### config.mk
export PLATFORM = sky130hd
export DESIGN_NAME = ffa_ram
export DESIGN_NICKNAME = d
export VERILOG_FILES = /design/src/hw/rtl/ffa_ram.sv
export SDC_FILE = /design/constraint.sdc
export NUM_CORES = 2
export LEC_CHECK = 0
export ABC_AREA = 1
export ABC_CLOCK_PERIOD_IN_PS = 1740
export BUFFER_PORTS_ARGS = -buffer_cell sky130_fd_sc_hd__buf_2
export CAP_MARGIN = 15
export CORE_UTILIZATION = 55
export DETAILED_ROUTE_END_ITERATION = 6
export GPL_TIMING_DRIVEN = 1
export PLACE_DENSITY = 0.73
export SYNTH_ARGS = -nofsm -noshare
export SYNTH_HDL_FRONTEND = slang
export SYNTH_SLANG_ARGS = --single-unit
### constraint.sdc
create_clock -name clk -period 1.74 [get_ports clk]
set_input_delay 0.348 -clock clk [delete_from_list [all_inputs] [get_ports clk]]
set_output_delay 0.348 -clock clk [all_outputs]
set_load 0.02 [all_outputs]
### src/hw/rtl/ffa_ram.sv
`default_nettype none

module ffa_ram #(
    parameter int WIDTH = 9,
    parameter int DEPTH = 256
) (
    input  wire logic                     clk,
    input  wire logic                     we,
    input  wire logic [$clog2(DEPTH)-1:0] waddr,
    input  wire logic [WIDTH-1:0]         wdata,
    input  wire logic [$clog2(DEPTH)-1:0] raddr,
    output logic      [WIDTH-1:0]         rdata
);

    logic [WIDTH-1:0] mem [DEPTH];

    always_ff @(posedge clk)
    begin
        if (we)
        begin
            mem[waddr] <= wdata;
        end
        rdata <= mem[raddr];
    end

endmodule

`default_nettype wire

==> flow_summary.toml <==
[layout]
filler_cell_count = 11557
nNetsFinal = 8447
multiInputGateArea_um2 = 21900
mostFrequentLayoutCell = "nand2_1"
areaGrowthSynthToFinish_pct = 18.9
instances_no_fill = 10812
seq_area_um2 = 69400
drive_gt1_share_pct = 15.7
final_cell_mix = "nand2_1 (2375), edfxtp_1 (2304), nand3_1 (2215), buf_4 (629), buf_12 (228)"

[synthesis]
yosysSeqAreaShare_pct = 74.2
synth_top_area_share_pct = 74.0
yosys_warnings = 0
ys_seq_elements = 2313
yosys-top-cells-area = "edfxtp_1 (74%), nand3_1 (12%), nand2_1 (9.6%), buf_2 (1.7%), nor2_1 (1.1%)"
synth_top_cell_by_area = "edfxtp_1"
synth_cells = 7826
syn_nets = 7853
syn_area_per_cell_um2 = 11.9
synth_cell_type_count = 15
netlist_area_um2 = 93500

[grt]
antenna_found_initial = 7
grt_pass1_wl_um = 390000
gr-usage-all-layers_pct = 30.4
grt_pass1_vias = 62847
grt-ovfl-total = 0
grt_start_max_net_pins = 94

[die]
die_h_um = 414
io_pins = 36
die_w_um = 414
core_area_um2 = 168000
die_area_um2 = 172000
initial_core_util_pct = 55.7
num_rows = 150

[power_and_ir_drop]
clockPowerShare_pct = 40.3
vdd_drop_max_mv = 1.19
switching_share_pct = 22.9
power.density_nw_per_um2 = 1050
intPower_mw = 90.4
power.leakage_nw = 40.1
power_frac_comb_pct = 7.2
p_seq_share_pct = 52.5
p_sw_mw = 26.8

[run_status]
violations = "setup timing"
status = "complete, but fails checks"

[routing]
avgRoutedWirePerCell_um = 24.5
via_per_inst = 6.05
num_vias = 65394
drt_iter0_drc = 8847
first_pass_iters = 7
wl_um = 265000
drcViolationCount = 0
detail-route-antenna-nets = 0

[sta]
worst_slack_ns = -0.0793
hold_viol = 0
max_slew_margin_pct = 66.0
worst_pin_slew_ns = 0.511
fmax_ghz = 0.550
fin_worst_skew_ns = 0.0622
timing.final.crit_share_pct = 105
finalCriticalPeriod_ns = 1.82
rsz0062_at_grt = "true"
setup_viol = 7
drv_slew = 0

[worst_setup_path]
startpoint_type = "register"
cp_num_buf_inv = 1
max_stage_delay_ns = 0.45
worstRegToRegCells = 11
reg2reg_setup_slack_ns = 0.05
r2r-end = "rdata[2]$_DFF_P_"
r2r-start = "mem[169][2]$_DFFE_PP_"
cp.depth = 1
crit_fanout = 1
end_kind = "primary output"
criticalPathCategory = "reg2out"
crit_path_end = "rdata[2]"
crit_family = "flip-flops"
cp_data_required_time_ns = 1.39
path_cells = "buf_6"
cp_data_arrival_time_ns = 1.47
slowest_stage = "dfxtp_4"
setup.worst_path.start = "rdata[2]$_DFF_P_"

[cts]
path_clk_slew_ns = 0.06
tritoncts = "yes"
clock_sinks = 2313
worstSkewPairLatency_ns = 0.88
cts_root_buffer = "clkbuf_16"
ctsHtreeMaxLevel = 4
cts_buffer_depth = 3
cts_made_buffers = 223

[place]
portBuffers = 35
routabilityCongestion = 0.934
placed_cells = 10389
dp_hpwl_um = 167000
dp_slack_ns = -0.932

[min_path]
hp-class = "in2reg"

[flow_run]
cap_violations = 0
routing by layer:
metal	share of wire [%]	track usage, %	vias to the layer above
met4	5.8	16.9	4
met2	47	47.8	3963
met5	0.0091	0	-
met3	11	6.00	776
met1	37	40.0	31625
li1	-	-	29026
per-stage QoR:
stage          area [um^2]  util (%)  power [mW]  TNS (ns)  hold slack (ns)
2_1_floorplan        93700         -        66.4    -97.04            0.447
3_3_place_gp        104000      61.6        70.6    -76.45            0.635
3_5_place_dp        104000      61.6        70.8   -119.48            0.634
4_1_cts             111000      66.0         117    -0.637            0.169
5_1_grt             111000      66.2         120    -0.462            0.232
6_report            111000      66.2         117    -0.316            0.223
synthesized netlist by cell type (all sizes together):
master	instances
nand2	2384
edfxtp	2304
nand3	2271
buf	421
nor2	283
clkbuf	115
inv	35
dfxtp	9
clkinv	4
logic make-up (layout without fill, tap and decap cells):
group	count (synthesis)	after routing	synth area share [%]
other cells	0	3	0
simple gates	4938	4938	22.9
buf+inv	575	1354	2.97
flops	2313	2313	74.2
final cells by class:
type	instances	area share [%]
Antenna cell	3	0.00675
Clock buffer	265	5.16
Clock inverter	145	1.25
Inverter	39	0.170
Multi-Input combinational cell	4938	19.7
Sequential cell	2313	62.4
Tap cell	2204	2.48
Timing Repair Buffer	905	8.81
registers in the layout, summed over array words and instances, names as in the netlist:
register,count
rdata,9
mem,2304
repair_timing:
item                                    in CTS  in global routing
resized for setup                           49                 52
pin swaps                                    0                  3
hold endpoints to repair                   198                  0
buffers inserted                             0                  0
hold buffers                                10                  0
endpoints found under the setup margin      15                 17
power groups by stage:
stage / combinational, mW / clock (mW) / sequential, mW
after CTS: 8.20 / 47.6 / 61.5
after detailed placement: 8.06 / 0 / 62.7
after global placement: 7.93 / 0 / 62.7
final: 8.41 / 47.3 / 61.5
after global routing: 8.91 / 49.6 / 61.5
after floorplan: 3.76 / 0 / 62.7
how the worst min path moves through the flow:
stage / slack, ns / end / depth (start not counted) / startpoint
2_1_floorplan: 0.45 / mem[0][0]$_DFFE_PP_ / 0 / wdata[0]
3_3_place_gp: 0.63 / mem[70][8]$_DFFE_PP_ / 1 / wdata[8]
3_5_place_dp: 0.63 / mem[69][8]$_DFFE_PP_ / 1 / wdata[8]
4_1_cts: 0.17 / rdata[5]$_DFF_P_ / 6 / raddr[6]
5_1_grt: 0.23 / rdata[5]$_DFF_P_ / 6 / raddr[6]
6_report: 0.22 / rdata[3]$_DFF_P_ / 6 / raddr[6]
worst reg2reg max path: stages, from the launching register on:
cell      delay [ns]
edfxtp_1        0.37
nand2_1         0.08
nand3_1         0.08
nand3_1         0.15
nand3_1         0.17
nand3_2         0.15
nand3_1         0.09
nand3_1         0.10
buf_4           0.12
nand2_1         0.06
nand2_1         0.13
nand2_1         0.08
(Power assumes the default switching activity.)
